File: config.mk
export PLATFORM = sky130hd
export DESIGN_NAME = lsb_image_stego_embed_extract_top
export DESIGN_NICKNAME = d
export VERILOG_FILES = /design/src/hw/rtl/lsbse_pkg.sv /design/src/hw/rtl/lsbse_front.sv /design/src/hw/rtl/lsbse_queue.sv /design/src/hw/rtl/lsbse_back.sv /design/src/hw/rtl/lsb_image_stego_embed_extract_top.sv
export SDC_FILE = /design/constraint.sdc
export NUM_CORES = 2
export LEC_CHECK = 0
export BUFFER_PORTS_ARGS = -buffer_cell sky130_fd_sc_hd__buf_2
export CAP_MARGIN = 30
export CORE_ASPECT_RATIO = 1.25
export CORE_MARGIN = 5
export CORE_UTILIZATION = 40
export CTS_CLUSTER_SIZE = 28
export DETAILED_ROUTE_END_ITERATION = 7
export GPL_TIMING_DRIVEN = 0
export HOLD_SLACK_MARGIN = 0.08
export PLACE_DENSITY_LB_ADDON = 0.1
export SLEW_MARGIN = 20
export SYNTH_ARGS = -nofsm -noshare
export SYNTH_HDL_FRONTEND = slang
export SYNTH_SLANG_ARGS = --single-unit
File: constraint.sdc
create_clock -name i_clk -period 6.4 [get_ports i_clk]
set_input_delay 0.64 -clock i_clk [delete_from_list [all_inputs] [get_ports i_clk]]
set_output_delay 0.64 -clock i_clk [all_outputs]
set_load 0.01 [all_outputs]
File: src/hw/rtl/lsbse_pkg.sv
// Shared types and codes for the two-bit LSB stego embed/extract block.
package lsbse_pkg;

    localparam int QUEUE_DEPTH = 4;
    localparam int QUEUE_AW    = 2;

    localparam logic [1:0] KIND_STEGO  = 2'd0;
    localparam logic [1:0] KIND_DIMS   = 2'd1;
    localparam logic [1:0] KIND_SECRET = 2'd2;

    localparam logic [1:0] CFG_MODE   = 2'd0;
    localparam logic [1:0] CFG_WIDTH  = 2'd1;
    localparam logic [1:0] CFG_HEIGHT = 2'd2;

    localparam logic MODE_EMBED   = 1'b0;
    localparam logic MODE_EXTRACT = 1'b1;

    localparam logic [7:0] LOW_CLEAR = 8'b11111100;

    typedef struct packed {
        logic [7:0] red;
        logic [7:0] green;
        logic [7:0] blue;
    } t_pix;

    // One classified pixel as it sits in the queue.
    typedef struct packed {
        logic       fs;      // frame start seen on this word
        logic       hdr;     // one of the four header pixels
        logic [1:0] slot;    // header pixel index
        logic [1:0] phase;   // pixel index within a payload group
        t_pix       cover_pix;
        t_pix       hidden;
    } t_item;

    typedef struct packed {
        logic [1:0]  kind;
        t_pix        pix;
        logic [11:0] found_width;
        logic [11:0] found_height;
    } t_result;

endpackage

File: src/hw/rtl/lsbse_front.sv
// Front end: tracks frame position and group phase, classifies each pixel.
module lsbse_front #(
    parameter int POSITION_BITS = 24
) (
    input  logic                 i_clk,
    input  logic                 i_rst_n,
    input  logic                 i_accept,
    input  logic                 i_frame_start,
    input  lsbse_pkg::t_pix      i_cover,
    input  lsbse_pkg::t_pix      i_hidden,
    output lsbse_pkg::t_item     o_item
);

    logic [POSITION_BITS-1:0] r_pos;
    logic [POSITION_BITS-1:0] n_pos;
    logic [1:0]               r_phase;
    logic [1:0]               n_phase;
    logic [POSITION_BITS-1:0] cur_pos;
    logic [1:0]               cur_phase;
    logic                     hdr;

    always_comb begin
        cur_pos   = i_frame_start ? '0 : r_pos;
        hdr       = (cur_pos[POSITION_BITS-1:2] == '0);
        cur_phase = (i_frame_start || hdr) ? 2'd0 : r_phase;
        // position saturates so the header is never re-entered without frame start
        n_pos     = (&cur_pos) ? cur_pos : cur_pos + POSITION_BITS'(1);
        n_phase   = hdr ? 2'd0 : cur_phase + 2'd1;

        o_item.fs        = i_frame_start;
        o_item.hdr       = hdr;
        o_item.slot      = cur_pos[1:0];
        o_item.phase     = cur_phase;
        o_item.cover_pix = i_cover;
        o_item.hidden    = i_hidden;
    end

    always_ff @(posedge i_clk) begin
        if (!i_rst_n) begin
            r_pos   <= '0;
            r_phase <= 2'd0;
        end else if (i_accept) begin
            r_pos   <= n_pos;
            r_phase <= n_phase;
        end
    end

    a_pos_monotonic: assert property (@(posedge i_clk) disable iff (!i_rst_n)
        (i_accept && !i_frame_start) |=> (r_pos >= $past(r_pos)))
        else $error("frame position moved back without frame start");

endmodule

File: src/hw/rtl/lsbse_queue.sv
// Small FIFO between the classifying front end and the executing back end.
module lsbse_queue (
    input  logic              i_clk,
    input  logic              i_rst_n,
    input  logic              i_push,
    input  lsbse_pkg::t_item  i_item,
    output logic              o_full,
    input  logic              i_pop,
    output logic              o_valid,
    output lsbse_pkg::t_item  o_item
);

    lsbse_pkg::t_item                 r_mem [lsbse_pkg::QUEUE_DEPTH];
    logic [lsbse_pkg::QUEUE_AW-1:0]   r_wr_ptr;
    logic [lsbse_pkg::QUEUE_AW-1:0]   r_rd_ptr;
    logic [lsbse_pkg::QUEUE_AW:0]     r_count;

    assign o_full  = (r_count == (lsbse_pkg::QUEUE_AW+1)'(lsbse_pkg::QUEUE_DEPTH));
    assign o_valid = (r_count != '0);
    assign o_item  = r_mem[r_rd_ptr];

    always_ff @(posedge i_clk) begin
        if (i_push) begin
            r_mem[r_wr_ptr] <= i_item;
        end
    end

    always_ff @(posedge i_clk) begin
        if (!i_rst_n) begin
            r_wr_ptr <= '0;
            r_rd_ptr <= '0;
            r_count  <= '0;
        end else begin
            if (i_push) begin
                r_wr_ptr <= r_wr_ptr + 1'b1;
            end
            if (i_pop) begin
                r_rd_ptr <= r_rd_ptr + 1'b1;
            end
            if (i_push && !i_pop) begin
                r_count <= r_count + 1'b1;
            end else if (i_pop && !i_push) begin
                r_count <= r_count - 1'b1;
            end
        end
    end

    a_no_overflow: assert property (@(posedge i_clk) disable iff (!i_rst_n)
        r_count <= (lsbse_pkg::QUEUE_AW+1)'(lsbse_pkg::QUEUE_DEPTH))
        else $error("queue count above depth");

    a_no_underflow: assert property (@(posedge i_clk) disable iff (!i_rst_n)
        i_pop |-> (r_count != '0))
        else $error("pop from empty queue");

endmodule

File: src/hw/rtl/lsbse_back.sv
// Back end: embeds or extracts bits for each queued pixel, drives the output register.
module lsbse_back (
    input  logic               i_clk,
    input  logic               i_rst_n,
    input  logic               i_mode,
    input  logic [11:0]        i_secret_width,
    input  logic [11:0]        i_secret_height,
    input  logic [23:0]        i_embed_area,
    input  logic               i_valid,
    input  lsbse_pkg::t_item   i_item,
    output logic               o_pop,
    output logic               o_out_valid,
    output lsbse_pkg::t_result o_result,
    input  logic               i_out_ready
);

    logic                r_out_valid;
    lsbse_pkg::t_result  r_result;
    logic [23:0]         r_cnt;
    logic [23:0]         n_cnt;
    logic [23:0]         r_held;
    logic [23:0]         n_held;
    logic [23:0]         r_collect;
    logic [23:0]         n_collect;
    logic [11:0]         r_dw;
    logic [11:0]         n_dw;
    logic [11:0]         r_dh;
    logic [11:0]         n_dh;
    logic [23:0]         r_dec_area;
    logic [23:0]         n_dec_area;
    logic [23:0]         base_cnt;
    logic [23:0]         base_collect;
    logic [23:0]         held_now;
    logic [11:0]         hv;
    logic [5:0]          six;
    logic [5:0]          bits6;
    logic                produce;
    lsbse_pkg::t_result  res;

    assign o_pop       = i_valid && (!r_out_valid || i_out_ready);
    assign o_out_valid = r_out_valid;
    assign o_result    = r_result;

    always_comb begin
        base_cnt     = i_item.fs ? 24'd0 : r_cnt;
        base_collect = i_item.fs ? 24'd0 : r_collect;
        six          = {i_item.cover_pix.red[1:0], i_item.cover_pix.green[1:0],
                        i_item.cover_pix.blue[1:0]};
        held_now     = (i_item.phase == 2'd0) ? i_item.hidden : r_held;
        n_cnt        = base_cnt;
        n_collect    = base_collect;
        n_held       = r_held;
        n_dw         = r_dw;
        n_dh         = r_dh;
        n_dec_area   = r_dec_area;
        hv           = i_item.slot[1] ? i_secret_height : i_secret_width;
        bits6        = 6'd0;
        produce      = 1'b0;
        res          = '0;

        if (i_mode == lsbse_pkg::MODE_EMBED) begin
            produce  = 1'b1;
            res.kind = lsbse_pkg::KIND_STEGO;
            if (i_item.hdr) begin
                bits6 = i_item.slot[0] ? hv[5:0] : hv[11:6];
            end else begin
                n_held = held_now;
                if (base_cnt < i_embed_area) begin
                    case (i_item.phase)
                        2'd0:    bits6 = held_now[23:18];
                        2'd1:    bits6 = held_now[17:12];
                        2'd2:    bits6 = held_now[11:6];
                        default: bits6 = held_now[5:0];
                    endcase
                    if (i_item.phase == 2'd3) begin
                        n_cnt = base_cnt + 24'd1;
                    end
                end
            end
            res.pix.red   = (i_item.cover_pix.red   & lsbse_pkg::LOW_CLEAR)
                            | {6'd0, bits6[5:4]};
            res.pix.green = (i_item.cover_pix.green & lsbse_pkg::LOW_CLEAR)
                            | {6'd0, bits6[3:2]};
            res.pix.blue  = (i_item.cover_pix.blue  & lsbse_pkg::LOW_CLEAR)
                            | {6'd0, bits6[1:0]};
        end else begin
            if (i_item.hdr) begin
                case (i_item.slot)
                    2'd0:    n_dw = {6'd0, six};
                    2'd1:    n_dw = {r_dw[5:0], six};
                    2'd2:    n_dh = {6'd0, six};
                    default: n_dh = {r_dh[5:0], six};
                endcase
                // keep the decoded area registered for the payload compare
                n_dec_area = 24'(n_dw) * 24'(n_dh);
                if (i_item.slot == 2'd3) begin
                    produce          = 1'b1;
                    res.kind         = lsbse_pkg::KIND_DIMS;
                    res.found_width  = n_dw;
                    res.found_height = n_dh;
                end
            end else begin
                n_collect = (i_item.phase == 2'd0) ? {18'd0, six}
                                                   : {base_collect[17:0], six};
                if ((i_item.phase == 2'd3) && (base_cnt < r_dec_area)) begin
                    produce       = 1'b1;
                    res.kind      = lsbse_pkg::KIND_SECRET;
                    res.pix       = n_collect;
                    n_cnt         = base_cnt + 24'd1;
                end
            end
        end
    end

    always_ff @(posedge i_clk) begin
        if (!i_rst_n) begin
            r_out_valid <= 1'b0;
            r_cnt       <= '0;
            r_held      <= '0;
            r_collect   <= '0;
            r_dw        <= '0;
            r_dh        <= '0;
            r_dec_area  <= '0;
        end else begin
            if (o_pop) begin
                r_cnt      <= n_cnt;
                r_held     <= n_held;
                r_collect  <= n_collect;
                r_dw       <= n_dw;
                r_dh       <= n_dh;
                r_dec_area <= n_dec_area;
            end
            if (o_pop && produce) begin
                r_out_valid <= 1'b1;
            end else if (i_out_ready) begin
                r_out_valid <= 1'b0;
            end
        end
    end

    always_ff @(posedge i_clk) begin
        if (o_pop && produce) begin
            r_result <= res;
        end
    end

    a_found_zero: assert property (@(posedge i_clk) disable iff (!i_rst_n)
        (r_out_valid && r_result.kind != lsbse_pkg::KIND_DIMS)
            |-> (r_result.found_width == '0 && r_result.found_height == '0))
        else $error("dimension fields set on a pixel word");

    a_pix_zero: assert property (@(posedge i_clk) disable iff (!i_rst_n)
        (r_out_valid && r_result.kind == lsbse_pkg::KIND_DIMS) |-> (r_result.pix == '0))
        else $error("pixel fields set on a dimension word");

endmodule

File: src/hw/rtl/lsb_image_stego_embed_extract_top.sv
// Top level of the two-bit LSB stego embed/extract block.
//
// Pixels enter on the s_axis channel (tuser = frame start, tdata = cover and
// secret pixel) and results leave on m_axis (tuser = kind). In embed mode every
// pixel gives one stego word; in extract mode the dimensions come out after the
// fourth header pixel and each secret pixel after the last pixel of its group.
// Registers (mode, secret width, secret height) are written on the cfg channel,
// which is always ready. The user must write them only while the stream is idle;
// the block itself does not enforce this. Throughput: one pixel per clock while
// m_axis_tready stays high. After a pixel is accepted, its result passes
// through a queue entry and then the back end's output register.
// A four-word queue sits between pixel classification and bit processing; when
// m_axis_tready is held low the output register holds its word, the queue
// fills and s_axis_tready drops once four pixels are waiting.
// Reset clears the registers, frame position, counters and decoded dimensions;
// the stream then behaves as if a frame had just begun.
module lsb_image_stego_embed_extract_top #(
    parameter int POSITION_BITS = 24
) (
    input  logic        i_clk,
    input  logic        i_rst_n,
    input  logic        s_axis_tvalid,
    output logic        s_axis_tready,
    // cover_red, cover_green, cover_blue, hidden_red, hidden_green, hidden_blue
    input  logic [47:0] s_axis_tdata,
    // frame_start
    input  logic [0:0]  s_axis_tuser,
    output logic        m_axis_tvalid,
    input  logic        m_axis_tready,
    // out_red, out_green, out_blue, found_width, found_height
    output logic [47:0] m_axis_tdata,
    // kind
    output logic [1:0]  m_axis_tuser,
    input  logic        i_cfg_valid,
    output logic        o_cfg_ready,
    input  logic [1:0]  i_cfg_index,
    input  logic [11:0] i_cfg_data
);

    logic                r_mode;
    logic [11:0]         r_sw;
    logic [11:0]         r_sh;
    logic [23:0]         r_embed_area;
    logic                cfg_wr;
    logic                in_accept;
    logic                q_full;
    logic                q_valid;
    logic                q_pop;
    lsbse_pkg::t_pix     cover_pix;
    lsbse_pkg::t_pix     hidden;
    lsbse_pkg::t_item    f_item;
    lsbse_pkg::t_item    q_item;
    lsbse_pkg::t_result  result;

    assign o_cfg_ready = 1'b1;
    assign cfg_wr      = i_cfg_valid && o_cfg_ready;

    // area follows the write so it is ready for the very next pixel
    always_ff @(posedge i_clk) begin
        if (!i_rst_n) begin
            r_mode       <= lsbse_pkg::MODE_EMBED;
            r_sw         <= '0;
            r_sh         <= '0;
            r_embed_area <= '0;
        end else if (cfg_wr) begin
            case (i_cfg_index)
                lsbse_pkg::CFG_MODE: begin
                    r_mode <= i_cfg_data[0];
                end
                lsbse_pkg::CFG_WIDTH: begin
                    r_sw         <= i_cfg_data;
                    r_embed_area <= 24'(i_cfg_data) * 24'(r_sh);
                end
                lsbse_pkg::CFG_HEIGHT: begin
                    r_sh         <= i_cfg_data;
                    r_embed_area <= 24'(r_sw) * 24'(i_cfg_data);
                end
                default: begin
                end
            endcase
        end
    end

    assign s_axis_tready = !q_full;
    assign in_accept     = s_axis_tvalid && s_axis_tready;

    assign cover_pix.red   = s_axis_tdata[7:0];
    assign cover_pix.green = s_axis_tdata[15:8];
    assign cover_pix.blue  = s_axis_tdata[23:16];
    assign hidden.red      = s_axis_tdata[31:24];
    assign hidden.green    = s_axis_tdata[39:32];
    assign hidden.blue     = s_axis_tdata[47:40];

    lsbse_front #(
        .POSITION_BITS (POSITION_BITS)
    ) u_front (
        .i_clk         (i_clk),
        .i_rst_n       (i_rst_n),
        .i_accept      (in_accept),
        .i_frame_start (s_axis_tuser[0]),
        .i_cover       (cover_pix),
        .i_hidden      (hidden),
        .o_item        (f_item)
    );

    lsbse_queue u_queue (
        .i_clk   (i_clk),
        .i_rst_n (i_rst_n),
        .i_push  (in_accept),
        .i_item  (f_item),
        .o_full  (q_full),
        .i_pop   (q_pop),
        .o_valid (q_valid),
        .o_item  (q_item)
    );

    lsbse_back u_back (
        .i_clk           (i_clk),
        .i_rst_n         (i_rst_n),
        .i_mode          (r_mode),
        .i_secret_width  (r_sw),
        .i_secret_height (r_sh),
        .i_embed_area    (r_embed_area),
        .i_valid         (q_valid),
        .i_item          (q_item),
        .o_pop           (q_pop),
        .o_out_valid     (m_axis_tvalid),
        .o_result        (result),
        .i_out_ready     (m_axis_tready)
    );

    assign m_axis_tuser = result.kind;
    assign m_axis_tdata = {result.found_height, result.found_width,
                           result.pix.blue, result.pix.green, result.pix.red};

endmodule
==> run summary <==
The first global-routing pass estimated 158000 um of wire. Kind of start point of the critical path: a flop. In this run, placement finished with an instance count of 4558. In this run the core area contains 119 standard-cell rows. The via count of the first global-routing pass is 25900, and the area overhead of the layout relative to synthesis is 14.7%. In this run the horizontal extent of the chip is 270 um. The filler-free cell count of the finished design is 4714. After the last flow step, the layout net total stands at 4193.

The total of warnings raised by yosys is 0, and the post-synthesis average cell area is 10.1 um2. The die covers 90300 um2. In this design, the stage delay of the slowest critical-path cell is 0.56 ns.

In the final routed layout, each cell accounts on average for 21.8 um. The data required time at the worst endpoint is 6.90 ns, and the area taken by flip-flops and latches is 11900 um2. The final worst hold slack was 0.249 ns. TritonCTS built the clock tree. Counting both buffers and inverters, the worst setup path holds a total of 7.

Global routing used 22.5% of the available tracks across all layers. The worst path needs 6.25 ns of the cycle, external delays included. The slowest stage of the critical path is the fa_2 cell.

The portion of the clock cycle consumed by the worst path in the final layout was 97.6%; the number of hold-slack violations in the final timing report was 0. The clock arrives with 0.0526 ns of skew. Port buffering added 111 buffers. The tools report the endpoint kind of the worst setup timing path as a flop. Counting distinct cell types in the post-synthesis netlist gives 75.

The vias per cell is 5.33. In the routed design, unresolved DRC markers number 0. The hold-critical path depth works out to 1. CTS placed an instance of clkbuf_16 at the clock tree root.

Setup repair after global routing could not meet its margin everywhere. After detailed routing, the total wire length is 103000 um. After technology mapping, the gate count stands at 3349. Counting cells, the worst reg-to-reg path comes to 25. The synthesized netlist occupies a cell area of 33800 um2. The estimated wirelength of the detail-placed design was 79000 um; the total grt overflow was 0. For the worst-skew pair, the clock arrives at the later sink with an insertion delay of 0.61 ns. Measured along the y axis, the die boundary spans 335 um. The worst pin sits at a relative slew slack of 37.0%.

The share of synthesized flip-flops with an asynchronous set or reset is 0%. The total number of H-tree levels is 2, and the count of max-cap constraint violations is 0. The critical path runs through a total of 25 cells. STA puts the critical path data arrival time at 6.74 ns. For the initial DRC count, the log shows 1718. The final design utilization is 46.1%, and the power density over the cells is 272 nW/um2. The number of top-level design ports is 121, and the maximum achievable frequency is 160 MHz. After filler insertion, the fill cell instance count of the layout stands at 8139. Yosys mapped a number of flops with a built-in enable equal to 266.

The fraction of final layout cells sized beyond drive strength 1 was 13.3%. The logs give 35.1% for the share of the yosys chip area belonging to registers and 0 for the number of nets with antenna violations after routing. For the leakage power, the log shows 16.3 nW. The clock slew at the register clock pins of the worst setup and hold paths was 0.07 ns; the area of the core region was 84000 um2.

Startpoint-to-endpoint class of the critical path: flop to flop. The maximum buffer depth of the clock tree is 3. The count of clock tree sinks was 459. The total area of multi-input combinational cells was 20000 um2; the net count after synthesis was 3960. The flow ran to the end, and the final reports show no timing, DRC or antenna violations. The run gives 275 uV as the worst ir drop on vdd. The most used flip-flop cell after synthesis was edfxtp_1. The congestion estimate from routability-driven global placement came to 0.938. Along the worst path, the maximum fanout reaches 7. The run gives 7 as the number of antenna violations at the first check in global routing. For this run, the detailed router's first-pass iteration total came to 5.

Hold-fix buffer count after cts: 0. The cell that appears most often on the critical path is fa_1. The tools report the post-detailed-placement cell area as 35900 um2. The tools report the number of buffers created by CTS as 48. The run gives 0.0105 W as the total power consumption of the routed design. The largest delay contributor family on the critical path was adder cells.

The final route contains 25100 vias. The number of storage elements in the synthesis netlist came out at 459. In this run the most critical hold path is launched from s_axis_tdata[31]. The final cell area excluding filler cells was 38700 um2.

The count of pins over their slew limit was 0; the initial cell density of the core was 40.2%. For the maximum number of pins on one net before global-route repair, the log shows 33. The worst-margin pin slew came out at 0.946 ns. The final setup violation count is 0.

The min-delay analysis places its worst path in the category input port to flop.
cells by family after synthesis:
logic type | after synthesis | synth area share (%)
mux | 100 | 5.43
buf+inv | 605 | 6.90
compound gates | 475 | 9.48
fa+ha+maj | 543 | 26.8
simple gates | 1100 | 14.5
other cells | 1 | 0.0111
flops | 459 | 35.1
xor+xnor | 66 | 1.71
routing by layer:
metal	vias up	routed length (um)	global-route usage, %
met1	12500	42000	28.0
met4	6	3960	7.58
met3	184	4540	2.72
met5	-	39	0
li1	11800	-	-
met2	677	52300	40.6
repair_timing:
item,in CTS,in global routing
cloned,0,1
setup buffers,27,32
endpoints found under the hold margin,0,0
pin swaps,12,28
setup endpoints to repair,22,13
gates resized for setup,133,60
cell type report:
type                       count  share of cell area (%)
multi-input combinational   2285                    51.7
sequential                   459                    30.6
inverter                     438                    4.25
clock buffer                  65                    3.54
tap                         1089                    3.52
timing repair buffer         185                    3.32
buffer                       165                    2.16
clock inverter                24                   0.821
antenna                        4                  0.0259
path summary, 6_finish.rpt:
path	endpoint	slack, ns
max	u_back.r_dec_area[19]$_SDFFE_PN0P_	0.15
min	u_queue.r_mem[0][23]$_DFFE_PP_	0.25
max reg2reg	u_back.r_dec_area[19]$_SDFFE_PN0P_	0.15
min reg2reg	u_back.r_dec_area[6]$_SDFFE_PN0P_	0.45
through the flow:
step                      setup WS (ns)  setup TNS [ns]
final                             0.152               0
after global routing            -0.0412         -0.0925
after CTS                       0.00779               0
after detailed placement          -1.54          -22.66
after global placement            -1.56          -40.95
after floorplan                  0.0576               0
cells in the mapped netlist, types with 7 or more instances:
cell | count | share of area (%)
or3_1 | 17 | 0.32
ha_1 | 242 | 9.0
o31ai_1 | 9 | 0.20
a21o_1 | 33 | 0.73
buf_2 | 8 | 0.12
o211ai_1 | 15 | 0.33
nand4_1 | 30 | 0.56
nand2_1 | 558 | 6.2
clkbuf_1 | 144 | 1.6
a31oi_1 | 15 | 0.28
nor3_1 | 32 | 0.47
o2111ai_1 | 14 | 0.36
dfxtp_1 | 193 | 11
nor4_1 | 10 | 0.19
xor2_1 | 28 | 0.73
buf_1 | 7 | 0.078
edfxtp_1 | 266 | 24
o21a_1 | 12 | 0.27
mux2i_1 | 32 | 0.95
mux4_2 | 61 | 4.1
a211oi_1 | 51 | 1.1
nor2_1 | 214 | 2.4
and3_1 | 26 | 0.48
nand3_1 | 47 | 0.70
o21ai_0 | 61 | 0.90
fa_1 | 301 | 18
xnor2_1 | 38 | 0.99
a21oi_1 | 128 | 1.9
inv_1 | 436 | 4.8
nor2b_1 | 32 | 0.59
and2_1 | 102 | 1.9
a22o_1 | 30 | 0.78
a22oi_1 | 38 | 0.85
registers in the layout (all words and copies together), names as in the netlist, 3 cells and up, named ones only:
name               count
r_embed_area          24
r_sh                  12
r_sw                  12
u_back.o_result       50
u_back.r_cnt          24
u_back.r_collect      18
u_back.r_dec_area     24
u_back.r_dh           12
u_back.r_dw           12
u_back.r_held         18
u_front.r_pos         24
u_queue.r_count        3
u_queue.r_mem        216
layout by cell type, fill, tap and decap left out, drive strengths merged, types with 39 or more instances in the layout:
cell      n
o21ai    67
inv     440
buf     209
a21oi   128
nor2    214
nand3    47
and2    104
clkbuf  206
fa      301
ha      242
a211oi   51
nand2   558
a22oi    39
mux4     65
edfxtp  266
dfxtp   193
power breakdown:
group | internal (W) | total (W) | switching (W)
combinational | 0.00150 | 0.00384 | 0.00234
sequential | 0.00354 | 0.00369 | 0.000156
clock | 0.00176 | 0.00301 | 0.00125
Power figures use the tool's default switching activity.
